### config.mk
export PLATFORM = sky130hd
export DESIGN_NAME = gbl_fifo
export DESIGN_NICKNAME = d
export VERILOG_FILES = /design/src/hdl/gbl_pkg.sv /design/src/hdl/gbl_fifo.sv
export SDC_FILE = /design/constraint.sdc
export NUM_CORES = 1
export LEC_CHECK = 0
export ABC_AREA = 1
export BUFFER_PORTS_ARGS = -buffer_cell sky130_fd_sc_hd__clkbuf_2
export CAP_MARGIN = 30
export CORE_MARGIN = 2
export CORE_UTILIZATION = 45
export DETAILED_ROUTE_END_ITERATION = 6
export PLACE_DENSITY = 0.72
export SLEW_MARGIN = 20
export SYNTH_ARGS = -nofsm -noshare
export SYNTH_HDL_FRONTEND = slang
export SYNTH_SLANG_ARGS = --single-unit
### constraint.sdc
create_clock -name i_clk -period 1.8 [get_ports i_clk]
set_input_delay 0.18 -clock i_clk [delete_from_list [all_inputs] [get_ports i_clk]]
set_output_delay 0.18 -clock i_clk [all_outputs]
set_load 0.03 [all_outputs]
### src/hdl/gbl_pkg.sv
// shared types, constants and helpers of the separable blur unit
package gbl_pkg;

    localparam int NUM_TAPS = 5;
    localparam int TAP_W    = 16;
    localparam int PIX_W    = 8;
    localparam int POS_W    = 13;
    localparam int DIVD_W   = 44;
    localparam int DIVS_W   = 24;
    localparam int CNT_W    = 6;
    localparam int ADDR_W   = 5;
    localparam int DATA_W   = 32;

    localparam logic [2:0] REG_HALF   = 3'd0;
    localparam logic [2:0] REG_TAP_C  = 3'd1;
    localparam logic [2:0] REG_TAP_1  = 3'd2;
    localparam logic [2:0] REG_TAP_2  = 3'd3;
    localparam logic [2:0] REG_TAP_3  = 3'd4;
    localparam logic [2:0] REG_TAP_4  = 3'd5;
    localparam logic [2:0] REG_WIDTH  = 3'd6;
    localparam logic [2:0] REG_HEIGHT = 3'd7;

    localparam logic CMD_PIXEL = 1'b0;

    typedef logic [TAP_W-1:0] t_taps [NUM_TAPS];

    typedef struct packed {
        logic [POS_W-1:0] row;
        logic [POS_W-1:0] col;
        logic             row_last;
        logic             frame_last;
    } t_task;

    typedef struct packed {
        logic             en;
        logic [POS_W-1:0] row;
        logic [POS_W-1:0] col;
        logic [PIX_W-1:0] pix;
    } t_pix_wr;

    function automatic logic [TAP_W-1:0] tap_weight(input t_taps taps, input logic [3:0] mag);
        logic [TAP_W-1:0] w;
        w = '0;
        if (mag <= 4'(NUM_TAPS - 1)) begin
            w = taps[mag[2:0]];
        end
        return w;
    endfunction

endpackage

### src/hdl/gbl_fifo.sv
// two-entry task queue between front and back
module gbl_fifo (
    input  logic           i_clk,
    input  logic           i_rst_n,
    input  logic           i_push,
    input  gbl_pkg::t_task i_data,
    output logic           o_full,
    input  logic           i_pop,
    output logic           o_valid,
    output gbl_pkg::t_task o_data
);
    import gbl_pkg::*;

    t_task      r_mem [2];
    logic       r_wp;
    logic       r_rp;
    logic [1:0] r_cnt;

    assign o_full  = (r_cnt == 2'd2);
    assign o_valid = (r_cnt != 2'd0);
    assign o_data  = r_mem[r_rp];

    always_ff @(posedge i_clk) begin
        if (!i_rst_n) begin
            r_wp  <= 1'b0;
            r_rp  <= 1'b0;
            r_cnt <= 2'd0;
        end else begin
            if (i_push) begin
                r_wp <= !r_wp;
            end
            if (i_pop) begin
                r_rp <= !r_rp;
            end
            r_cnt <= r_cnt + 2'(i_push) - 2'(i_pop);
        end
    end

    always_ff @(posedge i_clk) begin
        if (i_push) begin
            r_mem[r_wp] <= i_data;
        end
    end

endmodule

==> flow_metrics.env <==
export IMPL_drive_gt1_share_pct=55.5
export IMPL_cts_tree="built"
export IMPL_seq_area_frac_synth_pct=75.9
export IMPL_final_nets=229
export IMPL_status="complete, no violations"
export IMPL_power_frac_comb_pct=13.3
export IMPL_peakVddDrop_uv=602
export IMPL_grt_pass1_wl_um=6060
export IMPL_ios=62
export IMPL_grt_overflow=0
export IMPL_arrival_ps=1450
export IMPL_cpPeakStageDelay_ps=370
export IMPL_h_tree_depth=3
export IMPL_fin_tns_setup_ps=0
export IMPL_clk_insertion_delay_late_ps=320
export IMPL_synth_nets=154
export IMPL_post_cts_resized=0
export IMPL_max_clock_freq_mhz=615
export IMPL_netlist_top_cells_area="edfxtp_1 72%, mux2_4 13%, dfxtp_1 4.3%, mux2_2 3.8%, buf_12 1.7%"
export IMPL_cts_buffers=9
export IMPL_clockBufferDepth=2
export IMPL_ant_nets=0
export IMPL_grt_max_degree=15
export IMPL_numPortBuffers=61
export IMPL_period_needed_ps=1630
export IMPL_post_cts_buffers=0
export IMPL_drc=0
export IMPL_crit_slowest_cell="mux2_2"
export IMPL_syn_to_final_growth_pct=25.8
export IMPL_maxCapViolCount=0
export IMPL_ys_warnings_count=0
export IMPL_crit_chain="buf_4 -> mux2_2 -> clkbuf_2"
export IMPL_finClkSkew_ps=6.64
export IMPL_die_area_mm2=0.00581
export IMPL_vias=1259
export IMPL_worst_setup_hold_path_clk_slew_ps=60
export IMPL_period_share_pct=90.4
export IMPL_num_antenna_cells=0
export IMPL_power_density_mw_per_mm2=1140
export IMPL_dp_cells=254
export IMPL_wl_per_cell_um=13.7
export IMPL_cts_root_buf="clkbuf_8"
export IMPL_grt_busiest_layer="met2"
export IMPL_avgViaCountPerCell=4.66
export IMPL_fp_dieH_um=76.2
export IMPL_netlist_area_leader_share_pct=71.6
export IMPL_cts_sinks=61
export IMPL_worstPathRequired_ps=1620
export IMPL_antenna_found_initial=0
export IMPL_cp_end_kind="output port"
export IMPL_worst_setup_path_type="reg -> out"
export IMPL_syn_area_mm2=0.00235
export IMPL_tightest_slew_ps=245
export IMPL_setup_worst_path_start_class="register"
export IMPL_clockPowerShare_pct=37.6
export IMPL_syn_inst=120
export IMPL_start_util_pct=46.3
export IMPL_reg2reg_slack_ps=630
export IMPL_p_sw_mw=0.788
export IMPL_dp_hpwl_um=2640
export IMPL_place_gp_congestion=0.716
export IMPL_hold_violations=0
export IMPL_max_slew_margin_rel_pct=83.7
export IMPL_met2_usage_pct=24.2
export IMPL_synth_top_area_cell="edfxtp_1"
export IMPL_switching_share_pct=23.4
export IMPL_p_seq_share_pct=49.1
export IMPL_synth_seq_cells=61
export IMPL_p_int_mw=2.59
export IMPL_drt_pass1_iter_count=4
export IMPL_grt_pass1_vias=1376
export IMPL_crit_buf_inv=2
export IMPL_cts_hold_fix_buffers=0
export IMPL_fp_coreArea_mm2=0.00507
export IMPL_ys_types=12
export IMPL_p_leak_nw=1.23
export IMPL_finalSetupViolations=0
export IMPL_dr_first_iter_drc_count=61
export IMPL_fp_dieW_um=76.2
export IMPL_grt_util_all_layers_pct=14.0
export IMPL_hold_path_class="in -> reg"
export IMPL_rows=26
export IMPL_crit_fanout=14
export IMPL_grt_util_met3_pct=6.28
export IMPL_rsz0062_at_grt="no"
export IMPL_postSynthAreaPerCell_um2=19.6
export IMPL_post_place_ws_ps=490
export IMPL_drt_wl_total_um=3690
export IMPL_cpLargestDelayFamily="buffers and inverters"
export IMPL_fin_cells=270
export IMPL_drv_slew=0
export IMPL_worst_slack_ps=173
export IMPL_gr_usage_met1_pct=14.2
[cell usage after synthesis (all sizes together)]
master	number
buf	3
nand2	9
dfxtp	5
ha	2
a21oi	1
nor2	8
nand3	1
edfxtp	56
mux2	28
inv	7
[cell type report]
cell class                 instances  area (µm²)
inverter                           7        26.3
sequential                        61        1780
timing repair buffer              67         350
multi-input combinational         49         492
clock inverter                     6        87.6
tap                               70        87.6
fill                             440        2120
clock buffer                      10         128
[metal layers]
| layer | routed length (µm) | part of all wire, % |
|---|---|---|
| met5 | 0 | 0 |
| met4 | 34 | 0.92 |
| met3 | 255 | 6.9 |
| met2 | 2030 | 55 |
| met1 | 1380 | 37 |
[path summary, 6_finish.rpt]
kind | start | cells after the start | endpoint
setup / recovery | register | 3 | o_data[5]
hold / removal | i_data[14] | 1 | r_mem[0][14]$_DFFE_PP_
setup reg to reg | r_cnt[0]$_SDFF_PN0_ | 7 | r_cnt[1]$_SDFF_PN0_
hold reg to reg | r_rp$_SDFFE_PN0P_ | 3 | register
[metrics by stage]
stage                     total power, mW  hold slack [ps]  util [%]  cell area, µm²
after floorplan                      2.01              273         -            2350
after global placement               2.12              369      54.0            2740
after detailed placement             2.14              372      54.0            2740
after CTS                            3.43             17.3      58.2            2950
after global routing                 3.53             18.6      58.2            2950
final                                3.37             46.5      58.2            2950
[registers in the layout, summed over array words and instances (netlist names), named ones only]
name	count
r_rp	1
r_wp	1
r_cnt	2
r_mem	56
[cell usage in the layout, fill, tap and decap left out]
cell type | Yosys | layout
a21oi_1 | 1 | 1
nor2_2 | 0 | 1
clkinv_4 | 0 | 1
clkinvlp_4 | 0 | 2
nand3_1 | 1 | 1
dfxtp_2 | 0 | 1
clkinv_1 | 0 | 1
dfxtp_1 | 5 | 4
bufinv_16 | 0 | 2
mux2_4 | 20 | 20
nor2_1 | 8 | 7
clkbuf_8 | 0 | 9
edfxtp_1 | 56 | 56
ha_1 | 2 | 2
buf_4 | 0 | 6
nand2_1 | 9 | 9
clkbuf_2 | 0 | 61
clkbuf_1 | 0 | 1
inv_1 | 7 | 7
mux2_2 | 8 | 8
[cells by family (layout without fill, tap and decap cells)]
kind of cell	Yosys count	after routing	synth area share [%]
flip-flops	61	61	75.9
multiplexers	28	28	16.6
AND/OR/NAND/NOR	18	18	2.93
buffers and inverters	10	90	3.30
adder cells (fa/ha/maj)	2	2	1.07
AO/OA/AOI/OAI	1	1	0.213
[power groups by stage]
stage	Sequential [mW]	Combinational, mW	Clock (mW)
2_1_floorplan	1.68	0.329	0
3_3_place_gp	1.68	0.439	0
3_5_place_dp	1.69	0.454	0
4_1_cts	1.66	0.455	1.32
5_1_grt	1.66	0.483	1.38
6_report	1.66	0.448	1.27
Power figures use the tool's default switching activity.
