`config.mk`:
```
export PLATFORM = sky130hd
export DESIGN_NAME = gbl_front_flat
export DESIGN_NICKNAME = d
export VERILOG_FILES = /design/src/hdl/gbl_pkg.sv /design/src/hdl/gbl_stream_if.sv /design/src/hdl/gbl_front.sv /design/src/flat_wrapper.sv
export SDC_FILE = /design/constraint.sdc
export NUM_CORES = 1
export LEC_CHECK = 0
export BUFFER_PORTS_ARGS = -buffer_cell sky130_fd_sc_hd__buf_2
export CAP_MARGIN = 10
export CORE_MARGIN = 2
export CORE_UTILIZATION = 31
export CTS_CLUSTER_SIZE = 25
export DETAILED_ROUTE_END_ITERATION = 12
export GPL_ROUTABILITY_DRIVEN = 0
export GPL_TIMING_DRIVEN = 1
export PLACE_DENSITY = 0.54
export SYNTH_ARGS = -nofsm -noshare
export SYNTH_HDL_FRONTEND = slang
export SYNTH_SLANG_ARGS = --single-unit
```
`constraint.sdc`:
```
create_clock -name i_clk -period 13.55 [get_ports i_clk]
set_input_delay 2.0325 -clock i_clk [delete_from_list [all_inputs] [get_ports i_clk]]
set_output_delay 2.0325 -clock i_clk [all_outputs]
set_load 0.1 [all_outputs]
```
`src/hdl/gbl_pkg.sv`:
```
// shared types, constants and helpers of the separable blur unit
package gbl_pkg;

    localparam int NUM_TAPS = 5;
    localparam int TAP_W    = 16;
    localparam int PIX_W    = 8;
    localparam int POS_W    = 13;
    localparam int DIVD_W   = 44;
    localparam int DIVS_W   = 24;
    localparam int CNT_W    = 6;
    localparam int ADDR_W   = 5;
    localparam int DATA_W   = 32;

    localparam logic [2:0] REG_HALF   = 3'd0;
    localparam logic [2:0] REG_TAP_C  = 3'd1;
    localparam logic [2:0] REG_TAP_1  = 3'd2;
    localparam logic [2:0] REG_TAP_2  = 3'd3;
    localparam logic [2:0] REG_TAP_3  = 3'd4;
    localparam logic [2:0] REG_TAP_4  = 3'd5;
    localparam logic [2:0] REG_WIDTH  = 3'd6;
    localparam logic [2:0] REG_HEIGHT = 3'd7;

    localparam logic CMD_PIXEL = 1'b0;

    typedef logic [TAP_W-1:0] t_taps [NUM_TAPS];

    typedef struct packed {
        logic [POS_W-1:0] row;
        logic [POS_W-1:0] col;
        logic             row_last;
        logic             frame_last;
    } t_task;

    typedef struct packed {
        logic             en;
        logic [POS_W-1:0] row;
        logic [POS_W-1:0] col;
        logic [PIX_W-1:0] pix;
    } t_pix_wr;

    function automatic logic [TAP_W-1:0] tap_weight(input t_taps taps, input logic [3:0] mag);
        logic [TAP_W-1:0] w;
        w = '0;
        if (mag <= 4'(NUM_TAPS - 1)) begin
            w = taps[mag[2:0]];
        end
        return w;
    endfunction

endpackage

```
`src/hdl/gbl_stream_if.sv`:
```
// pixel and result stream interfaces
interface gbl_in_if;
    logic       valid;
    logic       ready;
    logic       command;
    logic [7:0] pixel_in;

    modport source (output valid, command, pixel_in, input ready);
    modport sink (input valid, command, pixel_in, output ready);
endinterface


```
`src/hdl/gbl_front.sv`:
```
// front end: frame counters, pixel store writes and output task issue
module gbl_front #(
    parameter int MAX_HALF_WINDOW = 4,
    parameter int MAX_WIDTH       = 2048,
    parameter int MAX_HEIGHT      = 2048,
    localparam int HB = $clog2(MAX_HALF_WINDOW + 1),
    localparam int CB = $clog2(MAX_WIDTH),
    localparam int RB = $clog2(MAX_HEIGHT)
) (
    input  logic             i_clk,
    input  logic             i_rst_n,
    gbl_in_if.sink           i_in,
    input  logic [2:0]       i_half,
    input  logic [11:0]      i_width,
    input  logic [11:0]      i_height,
    input  logic             i_back_quiet,
    input  logic             i_q_full,
    output gbl_pkg::t_task   o_task,
    output logic             o_push,
    output gbl_pkg::t_pix_wr o_wr,
    output logic [HB-1:0]    o_fr_half,
    output logic [CB:0]      o_fr_w,
    output logic [RB:0]      o_fr_h
);
    import gbl_pkg::*;

    localparam int GB = $clog2(MAX_WIDTH * MAX_HEIGHT + 1) + 1;
    localparam int PB = HB + CB + 1;

    logic [HB-1:0] r_fr_half;
    logic [CB:0]   r_fr_w;
    logic [RB:0]   r_fr_h;
    logic [CB-1:0] r_in_col, n_in_col;
    logic [RB:0]   r_in_row, n_in_row;
    logic [CB-1:0] r_out_col, n_out_col;
    logic [RB-1:0] r_out_row, n_out_row;
    logic [GB-1:0] r_gap, n_gap;

    logic [HB-1:0] sat_half, eff_half;
    logic [CB:0]   sat_w, eff_w;
    logic [RB:0]   sat_h, eff_h;
    logic [PB-1:0] prod;
    logic [GB-1:0] delay;
    logic          frame_start, acc, latch, in_done, store, emit, last, out_rl;

    assign sat_half = ({29'd0, i_half} > 32'(MAX_HALF_WINDOW)) ? HB'(MAX_HALF_WINDOW)
                                                               : HB'(i_half);
    assign sat_w = (i_width == 12'd0) ? (CB+1)'(1) :
                   ({20'd0, i_width} > 32'(MAX_WIDTH)) ? (CB+1)'(MAX_WIDTH) : (CB+1)'(i_width);
    assign sat_h = (i_height == 12'd0) ? (RB+1)'(1) :
                   ({20'd0, i_height} > 32'(MAX_HEIGHT)) ? (RB+1)'(MAX_HEIGHT)
                                                          : (RB+1)'(i_height);

    assign frame_start = (r_in_row == '0) && (r_in_col == '0) &&
                         (r_out_row == '0) && (r_out_col == '0);
    assign i_in.ready  = !i_q_full && (!frame_start || i_back_quiet);
    assign acc         = i_in.valid && i_in.ready;
    assign latch       = (i_in.command == CMD_PIXEL) && frame_start;

    assign eff_half = latch ? sat_half : r_fr_half;
    assign eff_w    = latch ? sat_w : r_fr_w;
    assign eff_h    = latch ? sat_h : r_fr_h;
    assign prod     = PB'(eff_half) * PB'(eff_w);
    assign delay    = GB'(prod) + GB'(eff_half);

    assign in_done = r_in_row >= eff_h;
    assign store   = acc && (i_in.command == CMD_PIXEL) && !in_done;
    assign emit    = acc && (store ? ((r_gap + GB'(1)) > delay)
                                   : ((i_in.command != CMD_PIXEL) && in_done));
    assign out_rl  = ((CB+1)'(r_out_col) + (CB+1)'(1)) == eff_w;
    assign last    = out_rl && (((RB+1)'(r_out_row) + (RB+1)'(1)) == eff_h);

    always_comb begin
        n_in_col  = r_in_col;
        n_in_row  = r_in_row;
        n_out_col = r_out_col;
        n_out_row = r_out_row;
        n_gap     = r_gap + GB'(store) - GB'(emit);
        if (store) begin
            if (((CB+1)'(r_in_col) + (CB+1)'(1)) == eff_w) begin
                n_in_col = '0;
                n_in_row = r_in_row + (RB+1)'(1);
            end else begin
                n_in_col = r_in_col + CB'(1);
            end
        end
        if (emit) begin
            if (last) begin
                n_in_col  = '0;
                n_in_row  = '0;
                n_out_col = '0;
                n_out_row = '0;
                n_gap     = '0;
            end else if (out_rl) begin
                n_out_col = '0;
                n_out_row = r_out_row + RB'(1);
            end else begin
                n_out_col = r_out_col + CB'(1);
            end
        end
    end

    always_ff @(posedge i_clk) begin
        if (!i_rst_n) begin
            r_fr_half <= '0;
            r_fr_w    <= (CB+1)'(640 > MAX_WIDTH ? MAX_WIDTH : 640);
            r_fr_h    <= (RB+1)'(480 > MAX_HEIGHT ? MAX_HEIGHT : 480);
            r_in_col  <= '0;
            r_in_row  <= '0;
            r_out_col <= '0;
            r_out_row <= '0;
            r_gap     <= '0;
        end else begin
            if (acc && latch) begin
                r_fr_half <= sat_half;
                r_fr_w    <= sat_w;
                r_fr_h    <= sat_h;
            end
            r_in_col  <= n_in_col;
            r_in_row  <= n_in_row;
            r_out_col <= n_out_col;
            r_out_row <= n_out_row;
            r_gap     <= n_gap;
        end
    end

    assign o_push           = emit;
    assign o_task.row       = POS_W'(r_out_row);
    assign o_task.col       = POS_W'(r_out_col);
    assign o_task.row_last  = out_rl;
    assign o_task.frame_last = last;
    assign o_wr.en          = store;
    assign o_wr.row         = POS_W'(r_in_row);
    assign o_wr.col         = POS_W'(r_in_col);
    assign o_wr.pix         = i_in.pixel_in;
    assign o_fr_half        = r_fr_half;
    assign o_fr_w           = r_fr_w;
    assign o_fr_h           = r_fr_h;

endmodule

```
`src/flat_wrapper.sv`:
```
// flat-port wrapper written by rule: the top's interface ports become plain ports
module gbl_front_flat import gbl_pkg::*;
#(
    parameter int MAX_HALF_WINDOW = 4,
    parameter int MAX_WIDTH       = 2048,
    parameter int MAX_HEIGHT      = 2048,
    localparam int HB = $clog2(MAX_HALF_WINDOW + 1),
    localparam int CB = $clog2(MAX_WIDTH),
    localparam int RB = $clog2(MAX_HEIGHT)
)
  (i_clk, i_rst_n, i_half, i_width, i_height, i_back_quiet, i_q_full, o_task, o_push, o_wr, o_fr_half, o_fr_w, o_fr_h, i_in_valid, i_in_command, i_in_pixel_in, i_in_ready);
  gbl_in_if i_in_i ();
  input  logic i_clk;
  input  logic i_rst_n;
  input  logic [2:0] i_half;
  input  logic [11:0] i_width;
  input  logic [11:0] i_height;
  input  logic i_back_quiet;
  input  logic i_q_full;
  output gbl_pkg::t_task o_task;
  output logic o_push;
  output gbl_pkg::t_pix_wr o_wr;
  output logic [HB-1:0] o_fr_half;
  output logic [CB:0] o_fr_w;
  output logic [RB:0] o_fr_h;
  input wire logic [$bits(i_in_i.valid)-1:0] i_in_valid;
  input wire logic [$bits(i_in_i.command)-1:0] i_in_command;
  input wire logic [$bits(i_in_i.pixel_in)-1:0] i_in_pixel_in;
  output wire logic [$bits(i_in_i.ready)-1:0] i_in_ready;
  assign i_in_i.valid = i_in_valid;
  assign i_in_i.command = i_in_command;
  assign i_in_i.pixel_in = i_in_pixel_in;
  assign i_in_ready = i_in_i.ready;
  gbl_front #(.MAX_HALF_WINDOW(MAX_HALF_WINDOW), .MAX_WIDTH(MAX_WIDTH), .MAX_HEIGHT(MAX_HEIGHT)) u_core (.i_clk(i_clk), .i_rst_n(i_rst_n), .i_in(i_in_i), .i_half(i_half), .i_width(i_width), .i_height(i_height), .i_back_quiet(i_back_quiet), .i_q_full(i_q_full), .o_task(o_task), .o_push(o_push), .o_wr(o_wr), .o_fr_half(o_fr_half), .o_fr_w(o_fr_w), .o_fr_h(o_fr_h));
endmodule
```
==> impl_metrics.yaml <==
timing:
  whs_ns: 0.482
  grt_setup_unrepaired: "false"
  tightest_slew_ns: 1.01
  max_freq_mhz: 85.5
  skew_ns: 0.0117
  setup_viol: 0
  finalMaxSlewViolations: 0
  fin_crit_ns: 11.69
  relSlewSlack_pct: 32.2
  tns_ns: 0
  fin_crit_sh_pct: 86.3
  finalHoldViolCount: 0
power_and_ir_drop:
  cellLeakagePower_nw: 4.47
  power_mw: 1.32
  pwr_density_cell_mw_per_mm2: 131
  peakVddDrop_v: 0.0000537
yosys:
  syn_area_per_cell_um2: 8.00
  synth_cells: 1117
  yosys.area.top_type_share_pct: 21.5
  ys_types: 64
  synthArstFlopShare_pct: 0
  synth-seq-cells: 96
  synth_edf_count: 0
  synth.area.top_cells: "dfxtp_1 22%, ha_1 15%, xnor2_1 7.9%"
  synth_top_area_cell: "dfxtp_1"
  synth_area_mm2: 0.00894
  yosysSeqAreaShare_pct: 21.5
  ys.flop_type: "dfxtp_1"
  yosys_warnings: 0
global_route:
  grt_max_degree: 48
  grt_pass1_vias: 7547
  antenna_found_initial: 0
  overflow: 0
  track_usage_pct: 17.2
  grt_pass1_wl_um: 41600
clocking:
  cts_tree: "yes"
  htreeDepth: 3
  insertion_delay_ns: 0.37
  clock_path_buffers: 2
  cts_resized: 0
  post-cts-setup-buffers: 0
  hold_buffers: 0
  root_buffer: "clkbuf_16"
  cts_inserted_buffers: 9
  clk_pin_slew_ns: 0.08
  cts_sinks: 96
setup_path:
  slowest_stage: "a21oi_1"
  startpoint_type: "input pin"
  timing.rr.end: "u_core.r_gap[18]"
  endpoint_kind: "output pin"
  worst_ep_arrival_time_ns: 9.66
  reg2reg_depth: 42
  path_delay_family: "compound AO/OA/AOI/OAI gates"
  cp.required_ns: 11.52
  crit_fanout: 15
  worstSetupPathType: "in2out"
  r2r_slack_ns: 2.51
  critPathMaxStageDelay_ns: 0.86
  crit_path_frequent_cell: "a21oi_1"
  crit_buf_inv: 4
  r2r_start: "u_core.r_out_row[0]"
hold_path:
  min_path_type: "reg2reg"
  holdCritStartpoint: "u_core.o_fr_h[3]"
  min_to: "u_core.o_fr_h[3]"
  holdPathStages: 2
job:
  maxCapViolCount: 0
route:
  via_per_inst: 5.08
  routed_wl_um: 26000
  wl_per_cell_um: 16.4
  antenna_left: 0
  drt-initial-drc-count: 369
  drtPass1Iterations: 5
  vias: 8039
  drc: 0
die:
  ios: 133
  die_y_um: 174
  initial_utilization_pct: 31.3
  die_area_mm2: 0.0302
  chipWidth_um: 174
  fp.coreArea_mm2: 0.0285
  num_rows: 62
layout:
  syn2layout_area_growth_pct: 12.6
  stdcell_area_mm2: 0.0101
  nNetsFinal: 1355
  drive_gt1_share_pct: 12.9
  final_cell_mix: "123 x nor2_1, 109 x ha_1, 109 x buf_2"
  layout_commonest_cell: "nor2_1"
  fillers: 3124
place:
  portBuffers: 109
  dpl_cell_area_mm2: 0.00974
  hpwl_um: 20500
outcome:
  status: "completed"
metrics by stage:
step	util, %	instances	worst slack [ns]
after global placement	34.1	1565	1.86
after global routing	35.3	1581	1.08
final	35.3	1582	1.86
after detailed placement	34.1	1565	1.54
after floorplan	-	1123	1.98
after CTS	35.3	1581	1.87
routing by layer:
metal	vias to the layer above	track usage (%)	routed length (um)
met5	-	0	0
met3	18	2.54	1310
met2	211	26.9	11700
li1	4001	-	-
met1	3809	24.6	12600
met4	0	4.45	365
state kept, by name (all words and copies together), names as in the netlist:
signal / count
u_core.r_out_row: 11
u_core.o_fr_half: 3
u_core.r_out_col: 11
u_core.r_gap: 24
u_core.o_fr_w: 12
u_core.o_fr_h: 12
u_core.r_in_col: 11
u_core.r_in_row: 12
report_power, final:
part / internal [mW] / total (mW) / switching, mW
clock network: 0.150 / 0.290 / 0.140
logic: 0.285 / 0.661 / 0.376
registers: 0.317 / 0.366 / 0.0496
how the worst max path moves through the flow:
| stage | endpoint | slack [ns] | start | cells past startpoint |
|---|---|---|---|---|
| after global routing | u_core.r_gap[18] | 1.08 | i_in_command | 39 |
| final | o_push | 1.86 | i_in_command | 27 |
| after detailed placement | u_core.r_gap[18] | 1.54 | i_in_command | 39 |
| after CTS | o_push | 1.87 | i_in_command | 27 |
| after global placement | u_core.r_gap[18] | 1.86 | i_in_command | 37 |
| after floorplan | u_core.r_gap[18] | 1.98 | i_in_command | 42 |
cell type report:
type / instances / area [um^2] / share of cell area [%]
multi-input cells: 897 / 6470 / 64.2
repair buffers: 117 / 606 / 6.02
flip-flops and latches: 96 / 1920 / 19.1
well taps: 384 / 480 / 4.77
clock inverters: 7 / 97.6 / 0.970
diodes: 1 / 2.50 / 0.0249
inverters: 71 / 267 / 2.65
clock buffers: 9 / 225 / 2.24
cell usage after synthesis (all sizes together), types with 7 or more instances:
library cell  count
a211oi           10
inv              71
nor4             19
nor2b            31
a21boi           13
a31oi             7
or2               7
clkbuf           30
and2             13
mux2i            32
nand2b           21
ha              109
buf              29
nand2            79
xnor2            81
nand3            42
nor3             28
o21ai            38
and3             17
fa               13
nor2            123
xor2             47
nand4            25
a21oi            42
dfxtp            96
a21o             16
tightest hold or removal path: cells and delay by family (launching register included):
family / cells / cell delay, ns
DFF: 1 / 0.33
AOI/OAI and AO/OA: 1 / 0.06
and+or+nand+nor: 1 / 0.05
cell families after synthesis:
group / Yosys count / share of synthesized area, %
and+or+nand+nor: 430 / 24.5
adders and majority gates: 122 / 18.2
muxes: 35 / 4.00
buffers and inverters: 130 / 6.52
DFF: 96 / 21.5
AOI/OAI and AO/OA: 175 / 12.7
other: 1 / 0.0420
xor gates and xnor gates: 128 / 12.5
(Power assumes the default switching activity.)
